[src/rtl/pctbl_pkg.sv]
package pctbl_pkg;

  localparam int SLOTS_DEF  = 16;
  localparam int CATS_DEF   = 4;
  localparam int NUM_BUDGET = 4;
  localparam int BK_AW      = 11;
  localparam int LVL_W      = 27;

  localparam logic [1:0] KIND_REQ  = 2'd0;
  localparam logic [1:0] KIND_TICK = 2'd1;
  localparam logic [1:0] KIND_VAL  = 2'd2;
  localparam logic [1:0] KIND_POL  = 2'd3;

  localparam logic [2:0] ST_SPENT   = 3'd0;
  localparam logic [2:0] ST_UNLIM   = 3'd1;
  localparam logic [2:0] ST_BADCAT  = 3'd2;
  localparam logic [2:0] ST_LIMITED = 3'd3;
  localparam logic [2:0] ST_CAP     = 3'd4;
  localparam logic [2:0] ST_REJ     = 3'd5;
  localparam logic [2:0] ST_TICK    = 3'd6;

  localparam logic [2:0] CFG_MAX_NEW = 3'd4;

  localparam logic [LVL_W-1:0] TOKEN = LVL_W'(1000);

  typedef struct packed {
    logic [31:0] client;
    logic [31:0] last_seen;
    logic [31:0] acc;
    logic [31:0] lim;
    logic [31:0] rej;
  } slot_rec_t;

  typedef struct packed {
    logic [LVL_W-1:0] level;
    logic [31:0]      last;
  } bk_ent_t;

  typedef struct packed {
    logic             fill_we;
    logic [BK_AW-1:0] fill_addr;
    logic [LVL_W-1:0] fill_level;
    logic [31:0]      fill_last;
    logic             go;
    logic [BK_AW-1:0] addr;
    logic [31:0]      now;
    logic [15:0]      rate;
    logic [LVL_W-1:0] cap;
  } bk_req_t;

  typedef struct packed {
    logic done;
    logic spent;
  } bk_rsp_t;

  function automatic logic [31:0] sat_inc(input logic [31:0] v);
    return (v == 32'hFFFF_FFFF) ? v : v + 32'd1;
  endfunction

  function automatic logic [LVL_W-1:0] cap_of(input logic [31:0] b);
    logic [15:0] base;
    base = (b[31:16] != 16'd0) ? b[31:16] : b[15:0];
    return LVL_W'(base) * TOKEN;
  endfunction

endpackage

[src/rtl/pctbl_bucket.sv]
module pctbl_bucket #(
  parameter int SLOTS      = pctbl_pkg::SLOTS_DEF,
  parameter int CATEGORIES = pctbl_pkg::CATS_DEF
) (
  input  logic               clk_i,
  input  logic               rst_ni,
  input  pctbl_pkg::bk_req_t bk_req_i,
  output pctbl_pkg::bk_rsp_t bk_rsp_o
);
  import pctbl_pkg::*;

  localparam int BDEPTH = SLOTS * CATEGORIES;
  localparam int BAW    = (BDEPTH > 1) ? $clog2(BDEPTH) : 1;

  localparam logic [2:0] B_IDLE  = 3'd0;
  localparam logic [2:0] B_RD    = 3'd1;
  localparam logic [2:0] B_MUL   = 3'd2;
  localparam logic [2:0] B_ADD   = 3'd3;
  localparam logic [2:0] B_SPEND = 3'd4;

  bk_ent_t bmem [BDEPTH];

  logic [2:0]       st_q, st_d;
  logic [BAW-1:0]   addr_q, addr_d;
  logic [31:0]      now_q, now_d;
  logic [15:0]      rate_q, rate_d;
  logic [LVL_W-1:0] cap_q, cap_d;
  bk_ent_t          ent_q;
  logic [47:0]      prod_q, prod_d;
  logic             adv_q, adv_d;
  logic [31:0]      nlast_q, nlast_d;
  logic [LVL_W-1:0] nl_q, nl_d;
  logic [48:0]      sum;
  logic             spent;
  logic [LVL_W-1:0] wlevel;

  assign sum    = 49'(ent_q.level) + 49'(prod_q);
  assign spent  = (nl_q >= TOKEN);
  assign wlevel = spent ? nl_q - TOKEN : nl_q;

  always_comb begin
    st_d    = st_q;
    addr_d  = addr_q;
    now_d   = now_q;
    rate_d  = rate_q;
    cap_d   = cap_q;
    prod_d  = prod_q;
    adv_d   = adv_q;
    nlast_d = nlast_q;
    nl_d    = nl_q;
    case (st_q)
      B_IDLE: begin
        if (bk_req_i.go) begin
          addr_d = bk_req_i.addr[BAW-1:0];
          now_d  = bk_req_i.now;
          rate_d = bk_req_i.rate;
          cap_d  = bk_req_i.cap;
          st_d   = B_RD;
        end
      end
      B_RD: st_d = B_MUL;
      B_MUL: begin
        adv_d   = (now_q > ent_q.last);
        prod_d  = adv_d ? (now_q - ent_q.last) * 48'(rate_q) : 48'd0;
        nlast_d = adv_d ? now_q : ent_q.last;
        st_d    = B_ADD;
      end
      B_ADD: begin
        if (adv_q) begin
          nl_d = (sum < 49'(cap_q)) ? sum[LVL_W-1:0] : cap_q;
        end else begin
          nl_d = ent_q.level;
        end
        st_d = B_SPEND;
      end
      B_SPEND: st_d = B_IDLE;
      default: st_d = B_IDLE;
    endcase
  end

  always_ff @(posedge clk_i or negedge rst_ni) begin
    if (!rst_ni) begin
      st_q <= B_IDLE;
    end else begin
      st_q <= st_d;
    end
  end

  always_ff @(posedge clk_i) begin
    addr_q  <= addr_d;
    now_q   <= now_d;
    rate_q  <= rate_d;
    cap_q   <= cap_d;
    prod_q  <= prod_d;
    adv_q   <= adv_d;
    nlast_q <= nlast_d;
    nl_q    <= nl_d;
  end

  always_ff @(posedge clk_i) begin
    if (bk_req_i.fill_we) begin
      bmem[bk_req_i.fill_addr[BAW-1:0]] <= '{level: bk_req_i.fill_level,
                                             last: bk_req_i.fill_last};
    end else if (st_q == B_SPEND) begin
      bmem[addr_q] <= '{level: wlevel, last: nlast_q};
    end
    if (st_q == B_RD) begin
      ent_q <= bmem[addr_q];
    end
  end

  assign bk_rsp_o.done  = (st_q == B_SPEND);
  assign bk_rsp_o.spent = spent;

endmodule

[config.mk]
export PLATFORM = sky130hd
export DESIGN_NAME = pctbl_bucket
export DESIGN_NICKNAME = d
export VERILOG_FILES = /design/src/rtl/pctbl_pkg.sv /design/src/rtl/pctbl_bucket.sv
export SDC_FILE = /design/constraint.sdc
export NUM_CORES = 2
export LEC_CHECK = 0
export BUFFER_PORTS_ARGS = -buffer_cell sky130_fd_sc_hd__buf_2
export CELL_PAD_IN_SITES_DETAIL_PLACEMENT = 0
export CELL_PAD_IN_SITES_GLOBAL_PLACEMENT = 1
export CORE_UTILIZATION = 50
export DETAILED_ROUTE_END_ITERATION = 10
export PLACE_DENSITY = 0.76
export SKIP_CTS_REPAIR_TIMING = 1
export SLEW_MARGIN = 25
export SYNTH_ARGS = -nofsm -noshare
export SYNTH_HDL_FRONTEND = slang
export SYNTH_SLANG_ARGS = --single-unit
[constraint.sdc]
create_clock -name clk_i -period 12.6 [get_ports clk_i]
set_input_delay 2.52 -clock clk_i [delete_from_list [all_inputs] [get_ports clk_i]]
set_output_delay 2.52 -clock clk_i [all_outputs]
set_load 0.005 [all_outputs]
Word-level counts from Yosys, hierarchy flattened:

Memories as Yosys holds them, arrays and structs flattened. A register that Yosys moved wholly into a read port is not among the register bits.
Index checks and enable logic that the tools add are counted.

* output and inout port bits: 2
* input port bits: 160
* memories: 1
* logic and storage cells: 39
* memory bits (writable): 3776
* register bits: 192

Memories
* bmem: depth 64, bits a word 59, rd ports 1, clocked after memory_dff 1, write ports 1, line pctbl_bucket.sv:21 `bk_ent_t bmem [BDEPTH];`

* mux-type cells: 14
* add/subtract/negate cells: 3
* multipliers: 1
* reductions and logical operators: 3
* magnitude comparators: 3
* equal/unequal tests: 5

Operators with widths (count)
* $mux 27: 3
* $mux 59: 1
* $reduce_or 59->1: 1
* $add 27x48->49: 1
* $lt 49x27->1: 1
* $mul 33x17->48: 1
* $sub 32x32->33: 1
* $gt 32x32->1: 1
* $mux 32: 1
* $ge 27x10->1 const B: 1
* $sub 27x10->27 const B: 1
* $pmux 3 s4: 1
* $eq 3x2->1 const B: 2
* $mux 1: 6
* $mux 6: 1
* $eq 3x1->1 const B: 1
* $eq 3x3->1 const B: 1
* $logic_not 3->1: 1
* $mux 3: 1
* $ne 2x2->1 const B: 1
* $reduce_and 2->1: 1

Depth between registers and ports, before layout:

* word-level depth: 6
* mapped depth: 36
* depth with buffers taken out: 35

Worst setup path before layout:

Ideal clock, no wire load.

* path kind: input to register
* start point: in bk_req_i[86] (netlist name)
* end point: reg addr_q[0], enable pin
* stages: 1
* path buffers: 0
* arrival time: 10700 ps
* slack: 1152 ps
* library setup time: 748 ps
* required time: 11852 ps
* cells stage by stage: nor4b_1

* longest elaborated chain between the ends: 1

RTL lines
* from (decl): line pctbl_bucket.sv:7 `input pctbl_pkg::bk_req_t bk_req_i,`
* $reduce_and 2->1 (no line)
* to (signal assigned): line pctbl_bucket.sv:90 `addr_q <= addr_d;`
* to (decl): line pctbl_bucket.sv:24 `logic [BAW-1:0] addr_q, addr_d;`

Every way passes these cells.
A chain may end at the register's enable or synchronous reset.

Worst setup path after layout:

* start point: reg now_q[0]
* end point: reg prod_q[43], data pin

* longest elaborated chain between the ends: 2
* elaborated cells on any way between the ends: 3
* classes of those cells: 1 x add/sub; 1 x mul; 1 x order compare

RTL lines
* from (decl): line pctbl_bucket.sv:25 `logic [31:0] now_q, now_d;`
* from (signal assigned): line pctbl_bucket.sv:91 `now_q <= now_d;`
* $sub 32x32->33: line pctbl_bucket.sv:64 `prod_d = adv_d ? (now_q - ent_q.last) * 48'(rate_q) : 48'd0;`
* $mul 33x17->48: line pctbl_bucket.sv:64
* to (signal assigned): line pctbl_bucket.sv:94 `prod_q <= prod_d;`
* to (decl): line pctbl_bucket.sv:29 `logic [47:0] prod_q, prod_d;`

Several ways; a longest one is shown, not always the timed one.

==> impl_table.tex <==
\begin{tabular}{lr}
\hline
Metric & Value \\
\hline
\multicolumn{2}{l}{\textbf{Layout}} \\
Commonest cells after routing, fill and taps aside & sky130\_fd\_sc\_hd\_\_edfxtp\_1, sky130\_fd\_sc\_hd\_\_mux4\_2, sky130\_fd\_sc\_hd\_\_inv\_1 \\
Area grow syn2layout & 11.6\% \\
Final Net Count & 10300 \\
Layout cells sized above 1 & 0.245 \\
Most common cell after layout, fill and taps aside & sky130\_fd\_sc\_hd\_\_edfxtp\_1 \\
\multicolumn{2}{l}{\textbf{STA}} \\
Fmax achieved & $\sim$100 MHz \\
Final critical-path required period & between 9 and 10 ns \\
Ratio of final minimum period to clock period & 0.784 \\
Slew headroom & 0.193 \\
Post-route setup TNS & 0 ns \\
Worst Clk Skew & around 0.064 ns \\
Pins over their slew limit & 0 \\
Number of hold violations in the final report & 0 \\
Transition time at the pin with the least slew margin & 1.21 ns \\
Final Setup Violations & 0 \\
Setup repair after global routing missed its margin & no \\
\multicolumn{2}{l}{\textbf{CTS}} \\
CTS clock-pin slew for the worst setup and hold paths & $\sim$0.07 ns \\
Clock root cell & sky130\_fd\_sc\_hd\_\_clkbuf\_16 \\
Clock insertion delay at the later pin of the skew report & 0.98 ns \\
Number of buffers on the longest clock path & 4 \\
H-tree lvl count & 5 \\
Count of clock tree sinks & 4027 \\
CTS tree & yes \\
CTS Buf Count & between 300 and 400 \\
\multicolumn{2}{l}{\textbf{Setup path}} \\
Worst flop-to-flop path startpoint & now\_q[0]\$\_DFFE\_PP\_ \\
Category of the critical setup timing path & reg -> reg \\
Reg2Reg Capture Point & prod\_q[43]\$\_SDFFCE\_PN0N\_ \\
CP required & around 13 ns \\
Worst endpoint data arrival time & roughly 11 ns \\
Slowest Stage Delay on Critical Path & around 0.64 ns \\
Startpoint class of the critical path & flip-flop \\
Reg-to-reg slack, setup & 2.72 ns \\
Endpoint of the worst setup timing path & prod\_q[43]\$\_SDFFCE\_PN0N\_ \\
Startpoint of the worst setup timing path & now\_q[0]\$\_DFFE\_PP\_ \\
Worst setup EP type & flip-flop \\
Worst Reg-to-Reg Cells & 33 \\
Worst-path fanout max & 38 \\
Slowest cell on the critical path & sky130\_fd\_sc\_hd\_\_and2\_1 \\
Most used cell along the critical path & sky130\_fd\_sc\_hd\_\_fa\_1 \\
\multicolumn{2}{l}{\textbf{Synthesis}} \\
Post-synth cell types & 88 \\
Post-synth top flop & sky130\_fd\_sc\_hd\_\_edfxtp\_1 \\
Post-synth EDFFs & between 4000 and 5000 \\
Post-Syn Nets & 9873 \\
Per-instance average area after synthesis & between 15 and 20 um\^{}2 \\
Seq cells post-synth & 4027 \\
Warnings, synthesis & 0 \\
Register area share after synthesis & 0.685 \\
Mapped cell area & about 180000 um\^{}2 \\
Ranking of synthesized cells by area & sky130\_fd\_sc\_hd\_\_edfxtp\_1, sky130\_fd\_sc\_hd\_\_mux4\_2, sky130\_fd\_sc\_hd\_\_fa\_1, sky130\_fd\_sc\_hd\_\_ha\_1, sky130\_fd\_sc\_hd\_\_inv\_1 \\
Largest area contributor in the synthesized netlist & sky130\_fd\_sc\_hd\_\_edfxtp\_1 \\
Post-synthesis async set-or-reset flop share & 0.000745 \\
Number of instances in the synthesized netlist & 9020 \\
Portion of synthesized cell area occupied by the leading cell type & 0.685 \\
\multicolumn{2}{l}{\textbf{Global routing}} \\
Combined global-route utilization of all metal layers & 0.274 \\
Pin count of the biggest net entering global routing & 141 \\
Grt ovf & 0 \\
First-pass GRT wire length & 687000 um \\
Antenna violations before repair & 33 \\
Number of global-route vias before repair & between 90000 and 100k \\
\multicolumn{2}{l}{\textbf{Die}} \\
Die Span Y & 596 um \\
Starting Density & 0.504 \\
I/O Pins & between 150 and 200 \\
Overall die width & 596 um \\
Die area & 355000 um\^{}2 \\
Placeable core region & 350000 um\^{}2 \\
Number of rows in the core area & between 200 and 250 \\
\multicolumn{2}{l}{\textbf{Placed design}} \\
Placed wire-length estimate & 279000 um \\
RePlAce Congestion & 0.862 \\
Input/output buffers & around 150 \\
\multicolumn{2}{l}{\textbf{Route}} \\
Drt first-iter violations & roughly 13000 \\
Pre-antenna DRT Iters & 5 \\
Via density per instance & 6.41 \\
Total via count in the routed design & 92000 \\
Number of design rule violations left after detail routing & 0 \\
Total wirelength of the detailed-routed design & 485000 um \\
Routed WL per cell & between 30 and 40 um \\
Antenna violation net count after detailed routing & 0 \\
\multicolumn{2}{l}{\textbf{Run}} \\
Number of max-capacitance violations reported & 0 \\
\multicolumn{2}{l}{\textbf{Min path}} \\
Worst hold path type & reg -> reg \\
\multicolumn{2}{l}{\textbf{Outcome}} \\
Outcome & complete, no violations \\
\hline
\end{tabular}
[metal layers]
metal / vias to the layer above / share of wire / track usage
met5: - / 0.00010 / 0
met4: 6 / 0.043 / 0.101
met3: 974 / 0.11 / 0.0498
met2: 5446 / 0.47 / 0.434
met1: 49200 / 0.38 / 0.384
li1: 36400 / - / -
[logic make-up after synthesis]
group                      Yosys count  share of synthesized area
DFF                               4027                      0.685
muxes                             1286                      0.160
and+or+nand+nor                   1267                     0.0349
buffers and inverters             1119                     0.0245
adders and majority gates          693                     0.0701
AOI/OAI and AO/OA                  503                     0.0189
xor gates and xnor gates           125                    0.00620
[area by class of cell]
class                           instances  area [um^2]
Fill cell                           25800       153000
Sequential cell                      4027       121000
Multi-Input combinational cell       3874        52100
Clock buffer                          477        10300
Tap cell                             4599         5750
Timing Repair Buffer                  452         3430
Inverter                              661         2480
Clock inverter                        220         1890
Antenna cell                           26         65.1
[sequential cells by signal, summed over array words and instances, names as in the netlist, 6 cells and up]
signal   count
bmem      3776
ent_q       59
prod_q      48
nlast_q     32
now_q       32
cap_q       27
nl_q        27
rate_q      16
addr_q       6
[worst max-delay path: cells and delay by family, from the launching register on]
family                     cells  cell delay [ns]
DFF                            1             0.36
AOI/OAI and AO/OA             12             3.33
adders and majority gates      9             3.89
and+or+nand+nor                6             1.21
buffers and inverters          5             0.59
xor gates and xnor gates       1             0.21
[how the worst min path moves through the flow]
stage	from	to	slack [ns]	depth (start not counted)
5_1_grt	ent_q[21]$_DFFE_PP_	nlast_q[21]$_DFFE_PN_	0.60	1
3_5_place_dp	ent_q[22]$_DFFE_PP_	nlast_q[22]$_DFFE_PN_	0.56	1
2_1_floorplan	ent_q[0]$_DFFE_PP_	nlast_q[0]$_DFFE_PN_	0.53	2
6_report	ent_q[22]$_DFFE_PP_	nlast_q[22]$_DFFE_PN_	0.57	1
4_1_cts	ent_q[22]$_DFFE_PP_	nlast_q[22]$_DFFE_PN_	0.57	1
3_3_place_gp	ent_q[21]$_DFFE_PP_	nlast_q[21]$_DFFE_PN_	0.56	1
[cells in the mapped netlist (30+ instances only)]
| library cell | count |
|---|---|
| sky130_fd_sc_hd__edfxtp_1 | 4024 |
| sky130_fd_sc_hd__mux4_2 | 1226 |
| sky130_fd_sc_hd__inv_1 | 660 |
| sky130_fd_sc_hd__nand2_1 | 526 |
| sky130_fd_sc_hd__fa_1 | 493 |
| sky130_fd_sc_hd__clkbuf_1 | 302 |
| sky130_fd_sc_hd__and2_1 | 236 |
| sky130_fd_sc_hd__ha_1 | 200 |
| sky130_fd_sc_hd__nor2_1 | 200 |
| sky130_fd_sc_hd__buf_1 | 116 |
| sky130_fd_sc_hd__o21ai_0 | 98 |
| sky130_fd_sc_hd__a21oi_1 | 94 |
| sky130_fd_sc_hd__xnor2_1 | 86 |
| sky130_fd_sc_hd__a31oi_1 | 55 |
| sky130_fd_sc_hd__nand4_1 | 52 |
| sky130_fd_sc_hd__nor2b_1 | 47 |
| sky130_fd_sc_hd__a21o_1 | 40 |
| sky130_fd_sc_hd__nor3_1 | 39 |
| sky130_fd_sc_hd__xor2_1 | 39 |
| sky130_fd_sc_hd__mux2_2 | 36 |
| sky130_fd_sc_hd__o31ai_1 | 35 |
| sky130_fd_sc_hd__nand3_1 | 31 |
| sky130_fd_sc_hd__o21a_1 | 30 |
[stage by stage]
stage / hold WS [ns] / std cells / util / cell area, um^2 / setup WS (ns)
4_1_cts: 0.571 / 14300 / 0.562 / 197000 / 2.77
3_5_place_dp: 0.556 / 13600 / 0.527 / 185000 / 2.86
2_1_floorplan: 0.525 / 9020 / - / 176000 / 1.15
6_report: 0.573 / 14300 / 0.562 / 197000 / 2.72
3_3_place_gp: 0.556 / 13600 / 0.526 / 184000 / 2.93
5_1_grt: 0.597 / 14300 / 0.562 / 197000 / 2.20
Power is left out: the tool's default activity adds up to more than one toggle a clock period on the data nets, which glitch-free logic cannot reach.
